[config.mk]
export PLATFORM = sky130hd
export DESIGN_NAME = sacb_ram
export DESIGN_NICKNAME = d
export VERILOG_FILES = /design/src/sacb_ram.sv
export SDC_FILE = /design/constraint.sdc
export NUM_CORES = 1
export LEC_CHECK = 0
export BUFFER_PORTS_ARGS = -buffer_cell sky130_fd_sc_hd__buf_2
export CAP_MARGIN = 10
export CORE_UTILIZATION = 45
export CTS_CLUSTER_DIAMETER = 60
export DETAILED_ROUTE_END_ITERATION = 7
export HOLD_SLACK_MARGIN = 0.06
export PLACE_DENSITY = 0.69
export SYNTH_ARGS = -nofsm -noshare
export SYNTH_HDL_FRONTEND = slang
export SYNTH_SLANG_ARGS = --single-unit
[constraint.sdc]
create_clock -name clk -period 2 [get_ports clk]
set_input_delay 0.1 -clock clk [delete_from_list [all_inputs] [get_ports clk]]
set_output_delay 0.1 -clock clk [all_outputs]
set_load 0.02 [all_outputs]
[src/sacb_ram.sv]
// Generic single-write, single-read synchronous RAM with registered read data.
module sacb_ram #(
  parameter int WIDTH = 8,
  parameter int DEPTH = 16,
  parameter int AW    = (DEPTH > 1) ? $clog2(DEPTH) : 1
) (
  input  logic             clk,
  input  logic             we,
  input  logic [AW-1:0]    waddr,
  input  logic [WIDTH-1:0] wdata,
  input  logic             re,
  input  logic [AW-1:0]    raddr,
  output logic [WIDTH-1:0] rdata
);

  logic [WIDTH-1:0] mem [DEPTH];

  always_ff @(posedge clk) begin
    if (we) begin
      mem[waddr] <= wdata;
    end
    if (re) begin
      rdata <= mem[raddr];
    end
  end

endmodule

==> results.cfg, run 1 <==
[placed_design]
dpl_cell_area_sq_um = 5650
pre_cts_ws_ns = 0.249
dp_cells = 409
gp_congestion = 0.712
place_hpwl_um = 6020
port_buffers = 26

[global_route]
grt_pass1_wl_um = 14800
grt_max_degree = 33
grt_pass1_vias = 2545
gr-total-overflow = 0
antenna_found_initial = 0
grtUsageTotal_pct = 18.2

[synth]
synth_ff_type = edfxtp_1
syn_inst = 229
synth_nets = 248
syn_area_sq_um = 5230
ys_types = 18
syn_area_per_cell_sq_um = 22.8
async_flop_share_pct = 0
synth_top_cell_area_share_pct = 78.1
synth_edf_count = 136
synth-warning-count = 0
ys_ff_latch = 136
yosysTopAreaCell = edfxtp_1
synth_commonest_cells = edfxtp_1, mux4_2, a22oi_1
synth.most_common_cell = edfxtp_1
ys_seq_area_share_pct = 78.1
synth_area_leaders = edfxtp_1, mux4_2, mux4_1

[clock_network]
cts.sinks = 136
cts_setup_buffers = 0
cts_resized = 0
ctsRootBufferMaster = clkbuf_16
tritoncts = yes
clockBufferDepth = 2
clk_pin_slew_worst_paths_ns = 0.06
htreeDepth = 4
clk_latency_ns = 0.41
cts-buffers-inserted = 17

[critical_path]
crit_arrival_ns = 1.64
reg2reg_slack_ns = 0.51
r2r-start = mem[1][2]
critPathMaxFanout = 1
critPathKind = reg2reg
r2r-end = rdata[2]
required_ns = 2.16
crit_path_end_kind = flop
r2r_cells = 3
start_kind = flop

[finish]
fillCellCount = 810
final_nets = 308
fin_cells = 442
layout-drive-gt1-share_pct = 32.5
n_antenna_cell = 0
postLayoutCellArea_sq_um = 6220
syn_to_final_growth_pct = 19.1

[floorplan]
dieWidth_um = 110
start_util_pct = 47.2
num_io_pins = 27
num_rows = 38
coreArea_sq_um = 11100
die_h_um = 110
die_area_sq_um = 12100

[drt]
finalWirelength_um = 9510
drc = 0
antenna_left = 0
dr.pass1.iters = 4
vias = 2516
routedWlPerCell_um = 21.5
vias_per_cell = 5.69
drtIter0Drc = 198

[sta]
finalSetupTns_ns = 0
timing.fmax_ghz = 0.673
worst_pin_slew_ns = 0.618
drv_slew = 0
setup_viol = 0
fin_skew_ns = 0.00805
max_slew_margin_pct = 58.7
setup_ws_ns = 0.513
min_period_ns = 1.49
grt_setup_unrepaired = false
hold_viol_final = 0
min_period_over_period_pct = 74.3

[run_status]
outcome = complete, no violations

[worst_hold_path]
holdCritStartpoint = wdata[2]
worstHoldPathCells = 1
worstHoldEndpoint = mem[2][2]
hold_class = in2reg

[job]
max-cap-violations = 0

[power]
power_density_nw_per_um2 = 1040
swShare_pct = 20.1
p_int_w = 0.00516
power_frac_comb_pct = 4.8
p_seq_share_pct = 50.0
leakagePower_nw = 2.13
irDropWorstVdd_mv = 0.486
power.switching_w = 0.00130
power_frac_clock_pct = 45.2
==> worst max-delay path, stage by stage, from the launching register on <==
cell and delay, ns:
edfxtp_1 0.35, mux4_1 0.52, a22oi_1 0.27, nand2_1 0.09
==> state kept, by name, indices dropped and copies added (netlist names) <==
register,count
rdata,8
mem,128
==> worst max-delay path by stage <==
stage / startpoint / end / slack [ns] / cells after the start
5_1_grt: mem[1][2] / rdata[2] / 0.38 / 3
3_3_place_gp: raddr[0] / rdata[2] / 0.29 / 5
4_1_cts: mem[1][2] / rdata[2] / 0.47 / 3
3_5_place_dp: raddr[0] / rdata[2] / 0.25 / 5
6_report: mem[1][2] / rdata[2] / 0.51 / 3
2_1_floorplan: waddr[2] / mem[0][0] / 0.41 / 2
==> logic make-up (layout without fill, tap and decap cells) <==
logic type | Yosys count | in the layout | synth area share [%]
buf+inv | 10 | 83 | 1.65
compound gates | 16 | 16 | 2.30
flops | 136 | 136 | 78.1
mux | 32 | 32 | 14.8
simple gates | 35 | 35 | 3.14
==> layout make-up <==
class	count	area (sq um)	area share (%)
timing repair buffer	51	345	5.55
sequential	136	4080	65.6
clock inverter	14	133	2.13
clock buffer	18	429	6.90
multi-input combinational	83	1060	17.0
tap	140	175	2.81
==> power by group through the flow <==
stage	registers [W]	clock network [W]	logic (W)
after floorplan	0.00330	0	0.000162
after detailed placement	0.00329	0	0.000309
after global routing	0.00323	0.00309	0.000334
final	0.00323	0.00292	0.000307
after global placement	0.00329	0	0.000303
after CTS	0.00323	0.00295	0.000313
==> layer usage <==
metal | part of all wire (%) | track usage (%) | vias up
li1 | - | - | 1106
met1 | 42 | 23.9 | 1329
met2 | 50 | 28.5 | 69
met3 | 5.9 | 5.39 | 12
met4 | 1.3 | 7.43 | 0
met5 | 0 | 0 | -
==> metrics by stage <==
stage / util (%) / hold slack [ns] / total power, W
after global routing: 56.2 / 0.0740 / 0.00666
after global placement: 51.0 / 0.487 / 0.00359
after detailed placement: 51.0 / 0.487 / 0.00360
final: 56.2 / 0.0693 / 0.00646
after floorplan: - / 0.199 / 0.00346
after CTS: 56.2 / 0.0616 / 0.00650
==> repair_timing <==
action	4_1_cts	5_1_grt
setup endpoints to repair	0	0
endpoints found under the hold margin	1	0
hold buffers	1	0
==> cells in the final DEF (no fill, tap or decap) <==
master,n
nand2_1,9
edfxtp_1,136
clkbuf_16,17
nor2_1,13
buf_2,26
and2b_1,1
or3b_2,1
clkbuf_1,1
mux4_1,14
mux4_2,18
clkinv_2,6
nor2b_1,1
bufinv_16,2
clkinv_1,2
nand2b_1,2
nand3b_1,2
clkinv_4,3
nor3_1,4
buf_12,2
buf_4,22
and2_1,1
dlygate4sd3_1,1
a22oi_1,16
nand3_1,1
inv_6,1
No activity file was read; power rests on OpenSTA's default activity.
==> run 2: changes to the inputs <==
==> constraint.sdc (replaced) <==
create_clock -name clk -period 1.5 [get_ports clk]
set_input_delay 0.075 -clock clk [delete_from_list [all_inputs] [get_ports clk]]
set_output_delay 0.075 -clock clk [all_outputs]
set_load 0.02 [all_outputs]
==> results.cfg, run 2 (synthesis gave the netlist of run 1 again) <==
[global_route]
grt_pass1_wl_um = 14900
grtUsageTotal_pct = 18.5
antenna_found_initial = 0
grt_max_degree = 21
grt_pass1_vias = 2513
gr-total-overflow = 0

[critical_path]
critPathMaxFanout = 1
cp_cell_sequence = mux4_1, a22oi_2, nand2_1
start_kind = flop
crit_buf_inv = 0
cp_slowest_cell = mux4_1
slowest_delay_ns = 0.54
critical-path-top-delay-family = multiplexers
crit_path_end_kind = flop
crit_arrival_ns = 1.63
required_ns = 1.65
critPathKind = reg2reg

[floorplan]
die_area_sq_um = 12100
coreArea_sq_um = 11100
dieWidth_um = 110
num_rows = 38
die_h_um = 110
num_io_pins = 27
start_util_pct = 47.2

[sta]
hold_viol_final = 0
grt_setup_unrepaired = false
min_period_over_period_pct = 98.5
timing.fmax_ghz = 0.677
min_period_ns = 1.48
worst_pin_slew_ns = 0.426
fin_skew_ns = 0.00644
setup_viol = 0
max_slew_margin_pct = 71.6
setup_ws_ns = 0.0221
drv_slew = 0

[job]
max-cap-violations = 0

[run_status]
outcome = complete, no violations

[clock_network]
clk_latency_ns = 0.41
cts-buffers-inserted = 17
ctsRootBufferMaster = clkbuf_16
clk_pin_slew_worst_paths_ns = 0.05
clockBufferDepth = 2
htreeDepth = 4
cts.sinks = 136
cts_setup_buffers = 0
tritoncts = yes

[placed_design]
pre_cts_ws_ns = -0.103
dp_cells = 410
place_hpwl_um = 6400
gp_congestion = 0.704
port_buffers = 26

[power]
power_density_nw_per_um2 = 1320
leakagePower_nw = 2.13
irDropWorstVdd_mv = 0.806

[drt]
finalWirelength_um = 9940
drtIter0Drc = 175
vias_per_cell = 5.56
drc = 0
vias = 2478
antenna_left = 0
routedWlPerCell_um = 22.3
dr.pass1.iters = 4

[finish]
fin_cells = 446
syn_to_final_growth_pct = 19.8
layout-drive-gt1-share_pct = 31.4
final_common_cell = edfxtp_1
top_regs = mem: 128 flops, rdata: 8 flops
n_antenna_cell = 0
top_register = mem
largest_reg_flops = 128
layout_common_cells = edfxtp_1, buf_2, buf_4
final_nets = 316

[worst_hold_path]
hold_class = in2reg
[run 2: area by class of cell]
type                       count  area, sq um
multi-input combinational     83         1070
tap                          140          175
clock inverter                 8         60.1
sequential                   136         4080
timing repair buffer          59          435
fill                         829         4810
clock buffer                  20          437
[run 2: where the power goes]
part	switching, W	leakage [nW]	internal (W)
Clock	0.00133	0.245	0.00220
Sequential	0.0000234	1.24	0.00429
Combinational	0.000249	0.649	0.000196
Total	0.00161	2.13	0.00668
[run 2: timing repair]
action / 4_1_cts / 5_1_grt
hold buffers: 8 / 0
hold endpoints to repair: 120 / 0
setup endpoints to repair: 0 / 3
resized for setup: 0 / 4
[run 2: through the flow]
stage / instance area (sq um) / setup TNS [ns] / power (W) / utilization, % / hold slack (ns)
6_report: 6260 / 0 / 0.00829 / 56.6 / 0.0767
2_1_floorplan: 5230 / 0 / 0.00462 / - / 0.174
5_1_grt: 6260 / 0 / 0.00853 / 56.6 / 0.0759
3_5_place_dp: 5680 / -0.538 / 0.00481 / 51.2 / 0.460
4_1_cts: 6250 / 0 / 0.00834 / 56.4 / 0.0614
3_3_place_gp: 5680 / -0.453 / 0.00480 / 51.2 / 0.458
[run 2: path summary, 6_finish.rpt]
path | end | start | slack, ns | depth (start not counted)
setup reg to reg | rdata[2] | mem[1][2] | 0.02 | 3
hold reg to reg | rdata[2] | mem[12][2] | 0.75 | 3
setup / recovery | rdata[2] | mem[1][2] | 0.02 | 3
hold / removal | mem[4][5] | wdata[5] | 0.08 | 1
[run 2: layer usage]
| metal | routed length [um] | part of all wire, % | GRT usage (%) |
|---|---|---|---|
| met3 | 372 | 3.7 | 4.80 |
| met1 | 4540 | 46 | 25.2 |
| met5 | 0 | 0 | 0 |
| met4 | 149 | 1.5 | 8.38 |
| met2 | 4880 | 49 | 28.3 |
