### src/sacb_pkg.sv
// Shared types and constants for the set-associative byte cache with bit pseudo-LRU.
package sacb_pkg;

  localparam int MODE_W     = 2;
  localparam int SET_IN_W   = 4;
  localparam int TAG_W      = 24;
  localparam int OFF_IN_W   = 4;
  localparam int BYTE_W     = 8;
  localparam int PAGE_W     = 28;
  localparam int PSHIFT_W   = 5;
  localparam int WAY_OUT_W  = 2;

  localparam logic [PSHIFT_W-1:0] PSHIFT_RESET = 5'd10;

  localparam int SETS_DEF        = 16;
  localparam int WAYS_DEF        = 4;
  localparam int BLOCK_BYTES_DEF = 16;
  localparam int ADDR_BITS_DEF   = 32;

  typedef enum logic [MODE_W-1:0] {
    MODE_TOUCH = 2'd0,
    MODE_READ  = 2'd1,
    MODE_WRITE = 2'd2,
    MODE_INVAL = 2'd3
  } mode_t;

  // One way of a set as it sits in the tag memory.
  typedef struct packed {
    logic             valid;
    logic             recent;
    logic [TAG_W-1:0] tag;
  } way_entry_t;

endpackage

### src/sacb_inval.sv
// Page match and clear of one set during an invalidate sweep.
module sacb_inval #(
  parameter int WAYS        = 4,
  parameter int SETS        = 16,
  parameter int BLOCK_BYTES = 16,
  parameter int ADDR_BITS   = 32
) (
  input  sacb_pkg::way_entry_t [WAYS-1:0] set_word,
  input  logic [ADDR_BITS-1:0]            set_base,
  input  logic [ADDR_BITS-1:0]            addr_mask,
  input  logic [ADDR_BITS-1:0]            page_lo,
  input  logic                            page_ok,
  output sacb_pkg::way_entry_t [WAYS-1:0] cleared_word
);
  import sacb_pkg::*;

  // Bytes covered by one tag step: the whole index space of the cache.
  localparam logic [ADDR_BITS-1:0] TAG_SPAN = ADDR_BITS'(SETS * BLOCK_BYTES);

  logic [WAYS-1:0][ADDR_BITS-1:0] line_addr;
  logic [WAYS-1:0]                match;

  always_comb begin
    cleared_word = set_word;
    for (int w = 0; w < WAYS; w++) begin
      line_addr[w] = ADDR_BITS'(set_word[w].tag) * TAG_SPAN + set_base;
      match[w]     = page_ok && ((line_addr[w] & addr_mask) == page_lo);
      if (match[w]) begin
        cleared_word[w].valid  = 1'b0;
        cleared_word[w].recent = 1'b0;
      end
    end
  end

endmodule

### config.mk
export PLATFORM = sky130hd
export DESIGN_NAME = sacb_inval
export DESIGN_NICKNAME = d
export VERILOG_FILES = /design/src/sacb_pkg.sv /design/src/sacb_inval.sv
export SDC_FILE = /design/constraint.sdc
export NUM_CORES = 1
export LEC_CHECK = 0
export BUFFER_PORTS_ARGS = -buffer_cell sky130_fd_sc_hd__buf_2
export CAP_MARGIN = 15
export CORE_MARGIN = 2
export CORE_UTILIZATION = 35
export DETAILED_ROUTE_END_ITERATION = 10
export PLACE_DENSITY_LB_ADDON = 0.08
export SLEW_MARGIN = 10
export SYNTH_ARGS = -nofsm -noshare
export SYNTH_HDL_FRONTEND = slang
export SYNTH_SLANG_ARGS = --single-unit
### constraint.sdc
create_clock -name vclk -period 3.6
set_input_delay 0 -clock vclk [all_inputs]
set_output_delay 0 -clock vclk [all_outputs]
set_load 0.01 [all_outputs]
==> results.md, run 1 <==
* Outcome: completed
* Area occupied by multi-input gates at 7830 µm²
* Worst-case hold slack at 0.202 ns
* Post-synthesis adder-cell area fraction at a little over an eighth
* Tmin final at 3.43 ns
* Worst Hold End: cleared_word[72]
* Die ar. at 26900 µm²
* Post-Synthesis Mean Instance Area at 6.52 µm²
* Max IR drop VDD at between 0.00006 and 0.00007 V
* Share of layout cells above drive strength 1 at 26.4%
* Leading area contributor after synthesis: ha_1
* Initial Util at between 30 and 40%
* # port buffers at 305
* RSZ-0062 raised after global routing: yes
* Fillers at 2826
* Routability cong. at about 0.96
* Slew of the pin with the lowest slew margin at 0.790 ns
* Post-Route WL at 44200 µm
* Cts hold-fix bufs at 0
* # Post-CTS Setup Buffers at 0
* Mapped Nets at 1671
* CTS resizes at 0
* Final-layout clock buffer total at 0
* # rows at 58
* XOR/XNOR Fraction of Synth Area at 7.33%
* WHS Path Cells at 2
* Post-Synth Simple-Gate Area at 29.3%
* Slew margin rel. at 47.2%
* Routed wire per std cell at 22.9 µm
* Max Cap Violations at 0
* Post-synthesis compound-gate area fraction at 32.3%
* Most frequent cells in the layout: buf_2 (305), nand2_1 (138), a21oi_1 (119)
* Startpoint types: input pin
* Slew Limit Fails at 0
* Hold_sp: set_word[72]
* Netlist Area Pre-Place at 8960 µm²
* Core region area at around 25000 µm²
* DRT iter0 DRCs at 805
* Final Hold Fails at 0
* Hold Path Class: in2out
* Initial antenna violation count at 3
* Worst path arrival time at between 3 and 4 ns
* Pre-antenna DRT Iters at 6
* Die W at 164 µm
* FFs & Latches at 0
* Total grt overflow at 0
* Synth area leaders: ha_1 (13%), buf_4 (8.1%), a21oi_1 (6.7%)
* Fmax at 291 MHz
* Static Leak at between 4 and 5 nW
* CP Class: in2out
* Die height at ~160 µm
* Synth top area share at 12.9%
* Sequential cell area at 0 µm²
* # setup viols final at 0
* Via count at 11500
* Critical path capture point type: primary output
* Most common cell after layout, fill and taps aside: buf_2
* Largest family of logic cells by synthesized area: compound AO/OA/AOI/OAI gates
* YS warnings at 0
* Sequential-to-total area share from yosys stat at 0%
* Routed Antenna Nets at 0
* Fin crit share at 95.3%
* Fin cells at around 1900
* Mux contribution to synthesized area at under 10%
* Drt drc at 0
* Critical Path RT at 3.60 ns
* Top-Level Pins at 305
* Vias in the first global route at 10700
* Largest net degree at the start of global routing at 14
* NumNets Final at between 1500 and 2000
* DP HPWL at between 30000 and 40000 µm
* Placed Cells at 1925
* First-pass GRT wire length at 63500 µm
* Vias per Instance at 5.98
* Area Growth Syn to Fin at 17.2%
* Worst Path Max Fanout at 10
* Post-Syn Instances at 1374
* GRT Total Usage at 31.6%
* Synth cell types at 83
* PD cells at 190 nW/µm²
==> worst max path at each step <==
stage | slack (ns) | cells after the start | start | to
6_report | 0.17 | 14 | set_base[22] | cleared_word[50]
4_1_cts | 0.19 | 15 | set_base[8] | cleared_word[50]
5_1_grt | -0.02 | 15 | set_base[9] | cleared_word[102]
2_1_floorplan | 0.90 | 13 | set_word[78] | cleared_word[102]
3_3_place_gp | 0.21 | 15 | set_base[8] | cleared_word[50]
3_5_place_dp | 0.22 | 15 | set_base[8] | cleared_word[50]
==> layer usage <==
metal	GRT usage, %	up-vias	wire length, µm
li1	-	5484	-
met1	41.9	5434	18900
met2	53.0	526	20300
met3	2.73	80	3220
met4	11.8	0	1860
met5	0	-	0
==> synthesized netlist by cell type (all sizes together), types with 6 or more instances <==
cell and number:
nand3 44, o22ai 14, a21o 22, or2 9, and3 12, nand2b 25, o21a 24, nor3b 9
a31oi 14, and2 14, o2111ai 7, ha 92, a211oi 17, nand4b 7, xor2 28, mux2i 24
o21ai 98, nor2 100, a221oi 8, buf 112, a21oi 123, xnor2 47, nor4 23, nor3 43
a211o 13, nor2b 24, nand3b 9, a21boi 11, a2111oi 11, nand4 33, clkbuf 40, or3 8
nand2 138, o221ai 7, o31ai 6, o211ai 13, mux2 13, inv 57
==> final cells by class <==
type / instances / share of cell area (%)
repair buffers: 373 / 19.4
inverters: 57 / 2.04
well taps: 330 / 3.93
diodes: 3 / 0.0715
multi-input cells: 1165 / 74.6
==> stage by stage <==
step / worst slack, ns / setup TNS, ns / instance area, µm² / utilization, % / power (mW)
final: 0.169 / 0 / 10500 / 41.7 / 2.00
after global routing: -0.0240 / -0.0400 / 10500 / 41.7 / 2.17
after CTS: 0.192 / 0 / 10500 / 41.5 / 1.96
after detailed placement: 0.217 / 0 / 10500 / 41.5 / 1.95
after global placement: 0.208 / 0 / 10500 / 41.5 / 1.97
after floorplan: 0.900 / 0 / 8960 / - / 1.27
==> critical path, cell delays in order <==
cell       delay, ns
buf_2           0.17
ha_1            0.50
a21oi_1         0.15
o21a_1          0.22
o21ai_0         0.40
o31ai_1         0.16
a2111oi_0       0.32
nor4b_2         0.37
nand4b_1        0.14
nor4_1          0.36
buf_4           0.18
nand4_1         0.13
and2_1          0.19
buf_2           0.13
==> logic make-up (layout without fill, tap and decap cells) <==
family	Yosys count	count (layout)
AO/OA/AOI/OAI	439	439
AND/OR/NAND/NOR	518	518
XOR/XNOR	75	75
other	0	3
adder cells (fa/ha/maj)	96	96
buffers and inverters	209	430
multiplexers	37	37
==> where the power goes <==
part	internal (mW)	switching, mW	total (mW)
Combinational	0.783	1.22	2.00
Sequential	0	0	0
Clock	0.000000111	0	0.000000112
Total	0.783	1.22	2.00
Power figures use the tool's default switching activity.
==> run 2, diff against run 1 <==
==> constraint.sdc (replaced) <==
create_clock -name vclk -period 3.6
set_input_delay 0.72 -clock vclk [all_inputs]
set_output_delay 0.72 -clock vclk [all_outputs]
set_load 0.01 [all_outputs]
==> run 2 against run 1 <==
Effect of this change:
- the flow now finishes with violations (negative setup slack)
- final cell count up 22%
- sequential cell count unchanged
- worst setup slack worse by 1.2 ns
- utilization up 16 points
- global-route usage up 3.1 points
- die area unchanged
- via count up 13%
- total power up 35%
- non-clock buffer count up 428
- clock-buffer cell count unchanged
- first-iteration DRC count up 15%
- largest power group unchanged
- highest routed layer unchanged
==> results.md, run 2 (synthesized netlist as in run 1, its figures left out) <==
* Outcome: complete, but fails checks (was completed)
* Failing checks: negative setup slack
* NumNets Final at 2322 (was 1894)
* Routed wire per std cell at 20.5 µm (was 22.9 µm)
* Worst path bufs/invs at 4 (was 3)
* Worst path arrival time at 3.88 ns (was 3.43 ns)
* Area occupied by multi-input gates at 8420 µm² (was 7830 µm²)
* Final Hold Fails at 0 (unchanged)
* Share of layout cells above drive strength 1 at 46.3% (was 26.4%)
* Total negative slack at -7.68 ns (was 0 ns)
* Clk pwr share at 0% (about the same)
* Power, Total at 2.69 mW (was 2.00 mW)
* Drt drc at 0 (unchanged)
* Startpoint types: input pin (unchanged)
* Vias per Instance at 5.54 (was 5.98)
* Switching share of power at 52.3% (was 60.8%)
* # port buffers at 305 (unchanged)
* Critical Path Slowest Stage Cell: or4b_4 (was ha_1)
* Cts hold-fix bufs at 0 (unchanged)
* Worst Setup SP: set_base[9] (was set_base[22])
* Initial antenna violation count at 0 (was 3)
* Max Cap Violations at 0 (unchanged)
* Die height at 164 µm (unchanged)
* Critical Path RT at 2.88 ns (was 3.60 ns)
* Slew Limit Fails at 0 (unchanged)
* Most common cell after layout, fill and taps aside: buf_4 (was buf_2)
* Slew margin rel. at 43.5% (was 47.2%)
* RSZ-0062 raised after global routing: yes (unchanged)
* Largest delay share family, worst path: simple AND/OR/NAND/NOR gates (was compound AO/OA/AOI/OAI gates)
* Critical Path Max Stage Delay at 0.48 ns (was 0.50 ns)
* Combinational power share at 100.0% (about the same)
* Hold_sp: set_word[52] (was set_word[72])
* Initial Util at 35.6% (unchanged)
* Post-Route WL at 48300 µm (was 44200 µm)
* Setup ws final at -1.00 ns (was 0.169 ns)
* Die ar. at 26900 µm² (unchanged)
* Sequential cell area at 0 µm² (unchanged)
* Hold Path Class: in2out (unchanged)
* Routed Antenna Nets at 0 (unchanged)
* Worst Path Max Fanout at 4 (was 10)
* Area Growth Syn to Fin at 60.9% (was 17.2%)
* GRT Total Usage at 34.6% (was 31.6%)
* Die W at 164 µm (unchanged)
* FFs & Latches at 0 (unchanged)
* Sw Pwr at 1.41 mW (was 1.22 mW)
* Critical path capture point type: primary output (unchanged)
* Via count at 13000 (was 11500)
* First-pass GRT wire length at 70500 µm (was 63500 µm)
* # rows at 58 (unchanged)
* Most frequent cells in the layout: buf_4 (494), buf_2 (294), nand2_1 (137) (was buf_2 (305), nand2_1 (138), a21oi_1 (119))
* Core region area at 25200 µm² (unchanged)
* CP Class: in2out (unchanged)
* PD cells at 187 nW/µm² (was 190 nW/µm²)
* # setup viols final at 8 (was 0)
* Total grt overflow at 0 (unchanged)
* DRT iter0 DRCs at 924 (was 805)
* Fillers at 2527 (was 2826)
* Final-layout clock buffer total at 0 (unchanged)
* Slew of the pin with the lowest slew margin at 0.837 ns (was 0.790 ns)
* Fmax at 217 MHz (was 291 MHz)
* Internal power of the cells at 1.29 mW (was 0.783 mW)
* Crit path cell chain: buf_8 -> clkinvlp_4 -> buf_4 -> fa_2 -> nand2b_4 -> a211oi_4 -> o21a_1 -> o21ai_4 -> mux2_4 -> a32o_1 -> or4b_4 -> nor3_2 -> nand4_1 -> and2_4 -> buf_2 (was buf_2 -> ha_1 -> a21oi_1 -> o21a_1 -> o21ai_0 -> o31ai_1 -> a2111oi_0 -> nor4b_2 -> nand4b_1 -> nor4_1 -> buf_4 -> nand4_1 -> and2_1 -> buf_2)
* Post-Place Setup Slack at -1.26 ns (was 0.217 ns)
* Largest net degree at the start of global routing at 14 (unchanged)
* DP HPWL at 42900 µm (was 38800 µm)
* Static Leak at 6.98 nW (was 4.76 nW)
* Tmin final at 4.60 ns (was 3.43 ns)
* Top-Level Pins at 305 (unchanged)
* Fin crit share at 128% (was 95.3%)
* Max IR drop VDD at 0.0000991 V (was 0.0000681 V)
* Reg power frac at 0% (about the same)
* Vias in the first global route at 12400 (was 10700)
* Pre-antenna DRT Iters at 5 (was 6)
* Routability cong. at 1.01 (was 0.959)
run 2: cell types whose count changed in the layout (fill, tap and decap cells not counted), sizes merged:
| cell | previous run | this run |
|---|---|---|
| clkinvlp | 0 | 1 |
| inv | 57 | 56 |
| diode | 3 | 1 |
| buf | 373 | 801 |
run 2: what timing repair did:
item,CTS,global route
pin swaps,37,21
buffers inserted,3,8
setup endpoints to repair,8,8
gates resized for setup,86,36
run 2: path summary, 6_finish.rpt:
path	slack, ns	end	depth (start not counted)
hold / removal	1.64	cleared_word[52]	2
setup / recovery	-1.00	cleared_word[51]	15
run 2: metal layers:
layer  wire length [µm]  track usage (%)  share of wire [%]  up-vias
met2              22700             60.0                 47      508
met5                  0                0                  0        -
met1              20900             45.9                 43     6113
met4               1660             9.97                3.4        0
li1                   -                -                  -     6347
met3               3070             2.65                6.3       76
run 2: power by group through the flow:
stage | Clock, mW | Combinational, mW | Sequential, mW
2_1_floorplan | 0 | 1.29 | 0
3_3_place_gp | 0 | 2.50 | 0
3_5_place_dp | 0 | 2.50 | 0
4_1_cts | 0 | 2.59 | 0
5_1_grt | 0 | 2.89 | 0
6_report | 0.00000000970 | 2.69 | 0
run 2: metrics by stage:
stage               util [%]  instances  instance area (µm²)  hold WS (ns)
floorplan                  -       1374                 9090          1.53
CTS                     56.2       2345                14100          1.64
global placement        54.6       2342                13700          1.64
detailed placement      54.6       2342                13700          1.64
global route            57.2       2353                14400          1.64
finish                  57.2       2354                14400          1.64
run 2: area by class of cell:
type                       count  share of cell area [%]
multi-input combinational   1165                    58.4
inverter                      57                    1.51
antenna                        1                  0.0174
timing repair buffer         801                    37.2
tap                          330                    2.86
