===== src/sacb_pkg.sv =====
// Shared types and constants for the set-associative byte cache with bit pseudo-LRU.
package sacb_pkg;

  localparam int MODE_W     = 2;
  localparam int SET_IN_W   = 4;
  localparam int TAG_W      = 24;
  localparam int OFF_IN_W   = 4;
  localparam int BYTE_W     = 8;
  localparam int PAGE_W     = 28;
  localparam int PSHIFT_W   = 5;
  localparam int WAY_OUT_W  = 2;

  localparam logic [PSHIFT_W-1:0] PSHIFT_RESET = 5'd10;

  localparam int SETS_DEF        = 16;
  localparam int WAYS_DEF        = 4;
  localparam int BLOCK_BYTES_DEF = 16;
  localparam int ADDR_BITS_DEF   = 32;

  typedef enum logic [MODE_W-1:0] {
    MODE_TOUCH = 2'd0,
    MODE_READ  = 2'd1,
    MODE_WRITE = 2'd2,
    MODE_INVAL = 2'd3
  } mode_t;

  // One way of a set as it sits in the tag memory.
  typedef struct packed {
    logic             valid;
    logic             recent;
    logic [TAG_W-1:0] tag;
  } way_entry_t;

endpackage


===== src/sacb_lookup.sv =====
// Tag compare, victim choice and MRU-bit update for one set.
module sacb_lookup #(
  parameter int WAYS  = 4,
  parameter int WAY_W = (WAYS > 1) ? $clog2(WAYS) : 1
) (
  input  sacb_pkg::way_entry_t [WAYS-1:0] set_word,
  input  logic [sacb_pkg::TAG_W-1:0]      tag,
  output logic                            hit,
  output logic [WAY_W-1:0]                hit_way,
  output logic [WAY_W-1:0]                touch_way,
  output sacb_pkg::way_entry_t [WAYS-1:0] touch_word
);
  import sacb_pkg::*;

  logic             inv_found;
  logic [WAY_W-1:0] inv_way;
  logic             clr_found;
  logic [WAY_W-1:0] clr_way;
  logic [WAY_W-1:0] victim;
  logic             all_recent;
  way_entry_t [WAYS-1:0] upd;

  always_comb begin
    hit       = 1'b0;
    hit_way   = '0;
    inv_found = 1'b0;
    inv_way   = '0;
    clr_found = 1'b0;
    clr_way   = '0;
    for (int w = 0; w < WAYS; w++) begin
      if (!hit && set_word[w].valid && (set_word[w].tag == tag)) begin
        hit     = 1'b1;
        hit_way = WAY_W'(w);
      end
      if (!inv_found && !set_word[w].valid) begin
        inv_found = 1'b1;
        inv_way   = WAY_W'(w);
      end
      if (!clr_found && !set_word[w].recent) begin
        clr_found = 1'b1;
        clr_way   = WAY_W'(w);
      end
    end

    // Lowest invalid way first, then lowest way not recently used, else way 0.
    if (inv_found) begin
      victim = inv_way;
    end else if (clr_found) begin
      victim = clr_way;
    end else begin
      victim = '0;
    end
    touch_way = hit ? hit_way : victim;

    upd = set_word;
    if (!hit) begin
      upd[touch_way].valid = 1'b1;
      upd[touch_way].tag   = tag;
    end
    upd[touch_way].recent = 1'b1;

    // When the whole set is valid and recent, only the touched way keeps its bit.
    all_recent = 1'b1;
    for (int w = 0; w < WAYS; w++) begin
      all_recent = all_recent & upd[w].valid & upd[w].recent;
    end
    if (all_recent) begin
      for (int w = 0; w < WAYS; w++) begin
        upd[w].recent = (WAY_W'(w) == touch_way);
      end
    end
    touch_word = upd;
  end

endmodule


===== config.mk =====
export PLATFORM = sky130hd
export DESIGN_NAME = sacb_lookup
export DESIGN_NICKNAME = d
export VERILOG_FILES = /design/src/sacb_pkg.sv /design/src/sacb_lookup.sv
export SDC_FILE = /design/constraint.sdc
export NUM_CORES = 1
export LEC_CHECK = 0
export ABC_CLOCK_PERIOD_IN_PS = 3500
export BUFFER_PORTS_ARGS = -buffer_cell sky130_fd_sc_hd__clkbuf_2
export CAP_MARGIN = 0
export CELL_PAD_IN_SITES_DETAIL_PLACEMENT = 1
export CELL_PAD_IN_SITES_GLOBAL_PLACEMENT = 2
export CORE_ASPECT_RATIO = 0.75
export CORE_MARGIN = 2
export CORE_UTILIZATION = 21
export DETAILED_ROUTE_END_ITERATION = 7
export PLACE_DENSITY_LB_ADDON = 0.1
export SLEW_MARGIN = 20
export SYNTH_ARGS = -nofsm -noshare
export SYNTH_HDL_FRONTEND = slang
export SYNTH_SLANG_ARGS = --single-unit

===== constraint.sdc =====
create_clock -name vclk -period 3.5
set_input_delay 0.525 -clock vclk [all_inputs]
set_output_delay 0.525 -clock vclk [all_outputs]
set_load 0.05 [all_outputs]

==> summary.txt, run 1 <==
Finish
  • Share of layout cells above drive strength 1: 0.782
  • Finished Layout Cells: 836
  • Clock buffers: 0
  • Number of fill cells in the layout: 1,582
  • Area grow syn2layout: 115%
  • Total number of sequential cells: 0
  • Final layout net count: 791
  • Diode insertion count for antenna repair: 0
  • Flip-flop and latch area: 0 µm²
  • Final Util: 0.465

Worst setup path
  • Worst Path Max Fanout: 4
  • Data required time at the worst endpoint: 2.97 ns
  • Critical path startpoint category: input pin
  • Kind of capture point of the worst setup path: primary output
  • Arrival time of data at the critical path endpoint: 3.18 ns
  • Critical path type: in2out

Synthesis
  • Number of distinct library cell variants in the gate-level netlist after synthesis: 42
  • Cell with the most instances after synthesis: sky130_fd_sc_hd__mux2_2
  • Yosys warns: 0
  • Mapped Nets: 478
  • Cells after synthesis: 350
  • Yosys top cell area share: 0.364
  • Ranking of synthesized cells by instance count: sky130_fd_sc_hd__mux2_2 (96), sky130_fd_sc_hd__xnor2_1 (58), sky130_fd_sc_hd__xor2_1 (35)
  • Part of the Yosys area used for sequential elements: 0
  • Post-Synthesis Cell Area: 2970 µm²
  • Library cell occupying the most area in the post-synthesis netlist: sky130_fd_sc_hd__mux2_2
  • Top cells by area in the synthesized netlist: sky130_fd_sc_hd__mux2_2 (36%), sky130_fd_sc_hd__xnor2_1 (17%), sky130_fd_sc_hd__xor2_1 (10%), sky130_fd_sc_hd__nand4_1 (5.5%), sky130_fd_sc_hd__buf_2 (5.1%)
  • Avg Inst Size Synth: 8.48 µm²

Hold path
  • Cells on Worst Hold Path: 3
  • Type of the tightest min-delay check: in2out

Drt
  • DRC violation count after routing: 0
  • Drt initial violations: 114
  • Total vias in the final route: 3,984
  • Length of the first detailed-routing pass in iterations: 4
  • Total wire length after detailed routing: 18.8 mm
  • Detail-routed net length per standard cell: 22.5 µm
  • Number of vias per cell: 4.77
  • Number of nets still failing antenna checks after routing: 0

Timing
  • Final hold violations: 0
  • Highest achievable clock rate: 270 MHz
  • Setup WS post-layout: -0.204 ns
  • RSZ-0062 raised after global routing: yes
  • Clock period minus worst slack: 3.70 ns
  • Final worst-path cycle share: 1.06
  • Actual slew at the worst max-slew pin: 0.443 ns
  • Final setup viols: 10
  • Worst max-slew margin expressed relative to the limit: 0.700
  • Pins Over Slew Limit: 0

Die
  • I/O pin count: 237
  • Rows: 37
  • Starting density of the core: 0.216
  • Core Box Area: 13,700 µm²
  • Die area: 15,100 µm²
  • Horizontal extent of the die: 141 µm
  • Die Height: 107 µm

Flow run
  • Maximum capacitance violations: 0

Global route
  • First-pass GRT wire length: 26.1 mm
  • Total gr overflow: 0
  • Initial antenna violation count: 0
  • Pin count of the biggest net entering global routing: 25
  • Overall fraction of global-route tracks in use: 0.227
  • Number of global-route vias before repair: 4,341

Placed design
  • Number of port buffers: 237
  • Weighted congestion reported at the end of routability-driven placement: 0.923
  • # placed instances: 815
  • HPWL after DPL: 15.1 mm

Power
  • Pwr/cell area: 208 nW/µm²
  • Leakage power total: 2.91 nW
  • Peak supply drop: 0.115 mV

Outcome
  • Violations in the final reports: negative setup slack
  • Run status: finished, violations left

Clock tree
  • Hold buffer count at cts: 0
-- final timing paths --
check                       start              to
worst max-delay path       tag[7]  touch_word[50]
worst min-delay path  set_word[9]   touch_word[9]
-- timing repair --
action,in CTS,in global routing
endpoints found under the setup margin,103,103
pin swaps,22,33
resized for setup,148,140
setup buffers,8,10
gates cloned,1,3
-- area by class of cell --
class	instances	area (µm²)	share of cell area
multi-input cells	312	3380	0.529
repair buffers	345	2770	0.434
well taps	175	219	0.0343
inverters	4	20.0	0.00313
-- worst max-delay path, cell delays in order --
cell	delay (ns)
sky130_fd_sc_hd__buf_4	0.15
sky130_fd_sc_hd__buf_12	0.14
sky130_fd_sc_hd__xnor2_4	0.13
sky130_fd_sc_hd__or3b_1	0.37
sky130_fd_sc_hd__or4_4	0.59
sky130_fd_sc_hd__o311ai_4	0.15
sky130_fd_sc_hd__inv_4	0.04
sky130_fd_sc_hd__a211o_1	0.29
sky130_fd_sc_hd__o211ai_2	0.09
sky130_fd_sc_hd__nand4b_4	0.14
sky130_fd_sc_hd__a221o_2	0.40
sky130_fd_sc_hd__buf_12	0.16
-- report_power, final --
group / switching (mW) / leakage, nW / internal [mW]
Sequential: 0 / 0 / 0
Combinational: 0.772 / 2.91 / 0.556
Clock: 0 / 0 / 0
-- through the flow --
step           hold slack (ns)  area, µm²  worst slack [ns]  setup TNS (ns)  power [mW]
3_3_place_gp              1.46       5000            -0.383          -19.61        1.08
4_1_cts                   1.46       5780            -0.176           -1.88        1.21
2_1_floorplan             1.30       2980           -0.0447         -0.0881       0.699
6_report                  1.43       6390            -0.204          -0.883        1.33
3_5_place_dp              1.45       5000            -0.324          -15.35        1.08
5_1_grt                   1.44       6390            -0.271           -2.77        1.39
-- cells by family (layout without fill, tap and decap cells) --
| group | count (synthesis) | after routing | synth area share |
|---|---|---|---|
| compound gates | 17 | 17 | 0.0569 |
| xor+xnor | 96 | 96 | 0.291 |
| fa+ha+maj | 1 | 1 | 0.00337 |
| buf+inv | 38 | 349 | 0.0658 |
| mux | 96 | 96 | 0.364 |
| simple gates | 102 | 102 | 0.219 |
-- per-layer routing --
layer | global-route usage | share of wire
met3 | 0.0264 | 0.072
met1 | 0.310 | 0.45
met2 | 0.403 | 0.47
met5 | 0 | 0
met4 | 0.00857 | 0.0064
-- cells in the final DEF (no fill, tap or decap), drive strengths merged, types with 3 or more instances in the layout --
master / n
nor4: 16
xor2: 36
nand2: 13
clkbuf: 179
mux2: 96
nand3: 6
xnor2: 60
nor3: 6
a21o: 3
a211o: 3
buf: 166
or2: 4
nor2: 11
and4: 4
nand4: 26
inv: 4
Power figures use the tool's default switching activity.
==> run 2: changes to the inputs <==
--- a/config.mk
+++ b/config.mk
@@ -7,7 +7,6 @@
 export LEC_CHECK = 0
 export ABC_CLOCK_PERIOD_IN_PS = 3500
 export BUFFER_PORTS_ARGS = -buffer_cell sky130_fd_sc_hd__clkbuf_2
-export CAP_MARGIN = 0
 export CELL_PAD_IN_SITES_DETAIL_PLACEMENT = 1
 export CELL_PAD_IN_SITES_GLOBAL_PLACEMENT = 2
 export CORE_ASPECT_RATIO = 0.75
@@ -19,3 +18,4 @@
 export SYNTH_ARGS = -nofsm -noshare
 export SYNTH_HDL_FRONTEND = slang
 export SYNTH_SLANG_ARGS = --single-unit
+export TNS_END_PERCENT = 10
==> run 2 against run 1 <==
The flow still finishes with violations (negative setup slack). Hold slack better by 0.028 ns. Total power is 8.0% lower. Combinational power is 8% lower. Cell count is 1.1% lower. Flip-flop and latch count stayed put. Utilization is 3.7 points lower. Critical path depth stayed put. First-iteration DRC count is 7.0% higher. Routed wire length is 4.2% lower. Global-route usage is 0.24 points lower. Sequential share of layout area stayed put. Die area stayed put. Critical endpoint unchanged. Largest power group unchanged.
==> summary.txt, run 2 (same netlist as run 1, synthesis figures left out) <==
Timing
  • Final hold violations: 0 (unchanged)
  • Aggregate negative setup slack: -2.10 ns (-1.22 ns)
  • Highest achievable clock rate: 267 MHz (-1.1%)
  • Hold Worst Slack: 1.46 ns (+0.0277 ns)
  • Pins Over Slew Limit: 0 (unchanged)
  • Setup WS post-layout: -0.246 ns (-0.0421 ns)
  • Final setup viols: 28 (+18)
  • Clock period minus worst slack: 3.75 ns (+0.0421 ns)
  • Worst max-slew margin expressed relative to the limit: 0.708 (+0.00742)
  • Actual slew at the worst max-slew pin: 0.437 ns (-0.00650 ns)
  • RSZ-0062 raised after global routing: yes
  • Final worst-path cycle share: 1.07 (+0.0120)

Die
  • Rows: 37 (unchanged)
  • Core Box Area: 13,700 µm² (unchanged)
  • Starting density of the core: 0.216 (unchanged)
  • Horizontal extent of the die: 141 µm (unchanged)
  • Die area: 15,100 µm² (unchanged)
  • I/O pin count: 237 (unchanged)
  • Die Height: 107 µm (unchanged)

Drt
  • Total wire length after detailed routing: 18.1 mm (-4.2%)
  • Drt initial violations: 122 (+7.0%)
  • Number of vias per cell: 4.76 (about the same)
  • Number of nets still failing antenna checks after routing: 0 (unchanged)
  • Length of the first detailed-routing pass in iterations: 4 (unchanged)
  • Total vias in the final route: 3,939 (-1.1%)
  • DRC violation count after routing: 0 (unchanged)
  • Detail-routed net length per standard cell: 21.8 µm (-3.1%)

Hold path
  • Cells on Worst Hold Path: 3 (unchanged)
  • Min-delay src: set_word[24]
  • Type of the tightest min-delay check: in2out
  • Worst Hold Path EP: touch_word[24]

Power
  • Leakage power total: 2.68 nW (-7.9%)
  • Pwr/cell area: 208 nW/µm² (about the same)
  • Peak supply drop: 0.0958 mV (-17%)

Outcome
  • Violations in the final reports: negative setup slack
  • Run status: finished, violations left

Global route
  • Number of global-route vias before repair: 4,312 (-0.67%)
  • Initial antenna violation count: 0 (unchanged)
  • Overall fraction of global-route tracks in use: 0.224 (-0.00240)
  • Pin count of the biggest net entering global routing: 25 (unchanged)
  • Total gr overflow: 0 (unchanged)
  • First-pass GRT wire length: 25.8 mm (-1.1%)

Worst setup path
  • Kind of capture point of the worst setup path: primary output
  • Source of the critical timing path: tag[22]
  • Delay of the slowest cell on the worst path: 0.60 ns (about the same)
  • Data required time at the worst endpoint: 2.97 ns (about the same)
  • Worst Path Max Fanout: 4 (unchanged)
  • Critical path startpoint category: input pin
  • Critical path type: in2out
  • Critical-path cell with the highest stage delay: sky130_fd_sc_hd__or4_4
  • Crit path cell chain: clkbuf_16 > xnor2_4 > nand2_1 > or3b_1 > or4_4 > o311ai_4 > inv_4 > a211o_1 > o211ai_2 > nand4b_4 > a221o_2 > buf_12
  • Arrival time of data at the critical path endpoint: 3.22 ns (+0.04 ns)

Finish
  • Diode insertion count for antenna repair: 0 (unchanged)
  • Flip-flop and latch area: 0 µm² (unchanged)
  • Final Util: 0.427 (-0.0372)
  • Area grow syn2layout: 98.0%
  • Share of layout cells above drive strength 1: 0.762 (-0.0199)
  • Commonest cells after routing, fill and taps aside: sky130_fd_sc_hd__clkbuf_2 (151), sky130_fd_sc_hd__mux2_2 (96), sky130_fd_sc_hd__buf_4 (87)
  • Final layout net count: 782 (-1.1%)
  • Leading cell type in the layout, fill and taps excluded: sky130_fd_sc_hd__clkbuf_2
  • Clock buffers: 0 (unchanged)
  • Finished Layout Cells: 827 (-1.1%)
  • Total number of sequential cells: 0 (unchanged)

Flow run
  • Maximum capacitance violations: 0 (unchanged)

Placed design
  • HPWL after DPL: 15.1 mm (unchanged)
  • Pre-CTS setup slack: -0.324 ns (unchanged)
  • Number of port buffers: 237 (unchanged)
  • Weighted congestion reported at the end of routability-driven placement: 0.923 (unchanged)
  • # placed instances: 815 (unchanged)

Clock tree
  • Hold buffer count at cts: 0 (unchanged)
run 2: cell types whose count changed in the layout (fill, tap and decap cells not counted), moves of 4 or more:
cell and delta:
sky130_fd_sc_hd__mux2_4 -20, sky130_fd_sc_hd__buf_2 +29, sky130_fd_sc_hd__buf_4 -9, sky130_fd_sc_hd__mux2_2 +20, sky130_fd_sc_hd__xor2_2 -4, sky130_fd_sc_hd__buf_8 -36, sky130_fd_sc_hd__clkbuf_4 +5, sky130_fd_sc_hd__buf_6 -5
sky130_fd_sc_hd__xor2_4 -4, sky130_fd_sc_hd__clkbuf_8 +21, sky130_fd_sc_hd__clkbuf_2 -12, sky130_fd_sc_hd__xor2_1 +8
run 2: final cells by class:
cell class | count | area (µm²)
inverters | 4 | 17.5
well taps | 175 | 219
fillers | 1635 | 7870
repair buffers | 336 | 2480
multi-input cells | 312 | 3160
run 2: critical path, delay by kind of cell:
kind | cells | cell delay, ns
XOR/XNOR | 1 | 0.24
buffers and inverters | 3 | 0.34
AND/OR/NAND/NOR | 4 | 1.19
AO/OA/AOI/OAI | 4 | 0.93
run 2: report_power, final:
| group | internal, mW | switching [mW] | leakage (nW) |
|---|---|---|---|
| Clock | 0 | 0 | 0 |
| Sequential | 0 | 0 | 0 |
| Combinational | 0.483 | 0.738 | 2.68 |
| Total | 0.483 | 0.738 | 2.68 |
run 2: how the worst max path moves through the flow:
stage | end | slack (ns)
finish | touch_word[50] | -0.25
CTS | touch_word[50] | -0.18
global placement | touch_word[50] | -0.38
detailed placement | touch_word[50] | -0.32
floorplan | touch_word[50] | -0.04
global route | touch_word[50] | -0.29
run 2: timing repair:
item | 4_1_cts | 5_1_grt
pin swaps | 22 | 21
gates resized for setup | 116 | 72
gates cloned | 0 | 2
setup buffers | 7 | 4
endpoints found under the setup margin | 103 | 103
run 2: layer usage:
metal  wire (µm)  vias to the layer above  GRT usage
met5           0                        -          0
met4          69                        0    0.00857
met3        1110                        3     0.0268
met2        8480                      175      0.399
met1        8410                     1889      0.306
li1            -                     1872          -
run 2: metrics by stage:
step	power, mW	area [µm²]
after floorplan	0.699	2980
after global placement	1.08	5000
after detailed placement	1.08	5000
after CTS	1.18	5640
after global routing	1.28	5880
final	1.22	5880
==> run 3: changes to the inputs <==
--- a/config.mk
+++ b/config.mk
@@ -13,7 +13,7 @@
 export CORE_MARGIN = 2
 export CORE_UTILIZATION = 21
 export DETAILED_ROUTE_END_ITERATION = 7
-export PLACE_DENSITY_LB_ADDON = 0.1
+export PLACE_DENSITY = 0.91
 export SLEW_MARGIN = 20
 export SYNTH_ARGS = -nofsm -noshare
 export SYNTH_HDL_FRONTEND = slang
==> run 3 against run 2 <==
Design area down 1.1%. Largest power group unchanged. Utilization shrank 0.48 points. The run still ends with negative setup slack left. Largest cell class unchanged. Flip-flop and latch count unchanged.
==> summary.txt, run 3 (same netlist as run 1, synthesis figures left out) <==
Drt
  • Total vias in the final route: 4,063 (+3.1%)
  • Length of the first detailed-routing pass in iterations: 4 (unchanged)
  • Total wire length after detailed routing: 18.7 mm (+3.5%)
  • Number of vias per cell: 5.00 (+4.9%)
  • Detail-routed net length per standard cell: 23.0 µm (+5.2%)
  • DRC violation count after routing: 0 (unchanged)
  • Drt initial violations: 151 (+24%)
  • Number of nets still failing antenna checks after routing: 0 (unchanged)

Outcome
  • Run status: finished, violations left
  • Violations in the final reports: negative setup slack

Worst setup path
  • Data required time at the worst endpoint: 2.97 ns (about the same)
  • Critical path type: in2out
  • Arrival time of data at the critical path endpoint: 3.20 ns (-0.02 ns)
  • Critical path startpoint category: input pin
  • Worst Path Max Fanout: 4 (unchanged)
  • Kind of capture point of the worst setup path: primary output

Timing
  • RSZ-0062 raised after global routing: yes
  • Final hold violations: 0 (unchanged)
  • Setup WS post-layout: -0.220 ns (+0.0255 ns)
  • Clock period minus worst slack: 3.72 ns (-0.0255 ns)
  • Hold Worst Slack: 1.45 ns (-0.00838 ns)
  • Worst max-slew margin expressed relative to the limit: 0.739 (+0.0311)
  • Pins Over Slew Limit: 0 (unchanged)
  • Final setup viols: 34 (+21%)
  • Highest achievable clock rate: 269 MHz (+0.69%)
  • Final worst-path cycle share: 1.06 (-0.00730)
  • Aggregate negative setup slack: -3.06 ns (-0.956 ns)
  • Actual slew at the worst max-slew pin: 0.391 ns (-0.0460 ns)

Hold path
  • Worst Hold Path EP: touch_word[16]
  • Min-delay src: set_word[16]
  • Type of the tightest min-delay check: in2out
  • Cells on Worst Hold Path: 3 (unchanged)

Global route
  • Pin count of the biggest net entering global routing: 19 (-24%)
  • First-pass GRT wire length: 26.8 mm (+4.0%)
  • Number of global-route vias before repair: 4,453 (+3.3%)
  • Total gr overflow: 0 (unchanged)
  • Initial antenna violation count: 1 (+1)
  • Overall fraction of global-route tracks in use: 0.236 (+0.0117)

Placed design
  • Number of port buffers: 237 (unchanged)
  • HPWL after DPL: 15.0 mm (-0.67%)
  • Weighted congestion reported at the end of routability-driven placement: 0.865 (-6.4%)
  • Instance area after placement: 4870 µm² (-2.7%)
  • # placed instances: 801 (-1.7%)

Finish
  • Area taken by multi-input logic gates: 3210 µm² (+1.6%)
  • Flip-flop and latch area: 0 µm² (unchanged)
  • Diode insertion count for antenna repair: 0 (unchanged)
  • Final Instance Area: 5810 µm² (-1.1%)
  • Area grow syn2layout: 95.7%
  • Clock buffers: 0 (unchanged)
  • Number of fill cells in the layout: 1,626 (-0.55%)
  • Final layout net count: 768 (-1.8%)
  • Leading cell type in the layout, fill and taps excluded: sky130_fd_sc_hd__clkbuf_2
  • Finished Layout Cells: 813 (-1.7%)
  • Total number of sequential cells: 0 (unchanged)
  • Final Util: 0.423 (-0.00482)
  • Commonest cells after routing, fill and taps aside: sky130_fd_sc_hd__clkbuf_2 (147), sky130_fd_sc_hd__mux2_2 (79), sky130_fd_sc_hd__buf_4 (67)
  • Share of layout cells above drive strength 1: 0.765 (+0.00262)

Power
  • Leakage power total: 2.70 nW (+0.83%)
  • Peak supply drop: 0.117 mV (+22%)
  • Pwr/cell area: 211 nW/µm² (+1.6%)

Die
  • Starting density of the core: 0.216 (unchanged)
  • Die area: 15,100 µm² (unchanged)
  • Core Box Area: 13,700 µm² (unchanged)
  • Rows: 37 (unchanged)
  • I/O pin count: 237 (unchanged)
  • Die Height: 107 µm (unchanged)
  • Horizontal extent of the die: 141 µm (unchanged)

Flow run
  • Maximum capacitance violations: 0 (unchanged)

Clock tree
  • Hold buffer count at cts: 0 (unchanged)
run 3: cell count changes in the layout (fill, tap and decap cells not counted), moves of 4 or more:
cell and delta:
sky130_fd_sc_hd__buf_2 +13, sky130_fd_sc_hd__buf_4 -20, sky130_fd_sc_hd__clkbuf_2 -4, sky130_fd_sc_hd__clkbuf_4 -4
sky130_fd_sc_hd__mux2_2 -17, sky130_fd_sc_hd__mux2_4 +17, sky130_fd_sc_hd__xnor2_1 -7, sky130_fd_sc_hd__xnor2_2 +9
run 3: area by class of cell:
| class | instances | area share |
|---|---|---|
| Inverter | 4 | 0.00345 |
| Multi-Input combinational cell | 312 | 0.553 |
| Tap cell | 175 | 0.0377 |
| Timing Repair Buffer | 322 | 0.406 |
run 3: critical path: stages:
cell and delay [ns]:
sky130_fd_sc_hd__buf_8 0.10, sky130_fd_sc_hd__buf_6 0.12, sky130_fd_sc_hd__xor2_4 0.18, sky130_fd_sc_hd__nor4_2 0.25, sky130_fd_sc_hd__nand4_1 0.22, sky130_fd_sc_hd__buf_4 0.20
sky130_fd_sc_hd__o311ai_4 0.29, sky130_fd_sc_hd__o311ai_4 0.20, sky130_fd_sc_hd__a211o_1 0.31, sky130_fd_sc_hd__o211ai_2 0.09, sky130_fd_sc_hd__nand4b_4 0.14, sky130_fd_sc_hd__a221o_2 0.42
sky130_fd_sc_hd__buf_8 0.16
run 3: stage by stage:
stage	power [mW]	setup slack, ns
after CTS	1.20	-0.136
after detailed placement	1.06	-0.313
after global routing	1.28	-0.311
final	1.23	-0.220
after floorplan	0.699	-0.0447
after global placement	1.04	-0.262
run 3: routing by layer:
layer,wire length (µm),global-route usage,vias up
met5,0,0,-
met4,538,0.0650,0
met3,1260,0.0326,43
met2,9310,0.434,222
met1,7580,0.287,1950
li1,-,-,1848
run 3: timing repair:
item                                    4_1_cts  5_1_grt
endpoints found under the setup margin      103      101
buffers inserted                              6        4
pin swaps                                    10        9
gates resized for setup                     142       74
cloned                                        2        0
run 3: worst max path at each step:
stage | slack [ns] | startpoint | depth (start not counted) | end
floorplan | -0.04 | tag[11] | 11 | touch_word[50]
global route | -0.31 | tag[9] | 13 | touch_word[50]
detailed placement | -0.31 | tag[1] | 12 | touch_word[10]
global placement | -0.26 | tag[1] | 12 | touch_word[50]
finish | -0.22 | tag[19] | 13 | touch_word[50]
CTS | -0.14 | tag[22] | 11 | touch_word[50]
run 3: where the power goes:
group,switching (mW),internal [mW]
registers,0,0
clock network,0,0
logic,0.747,0.479
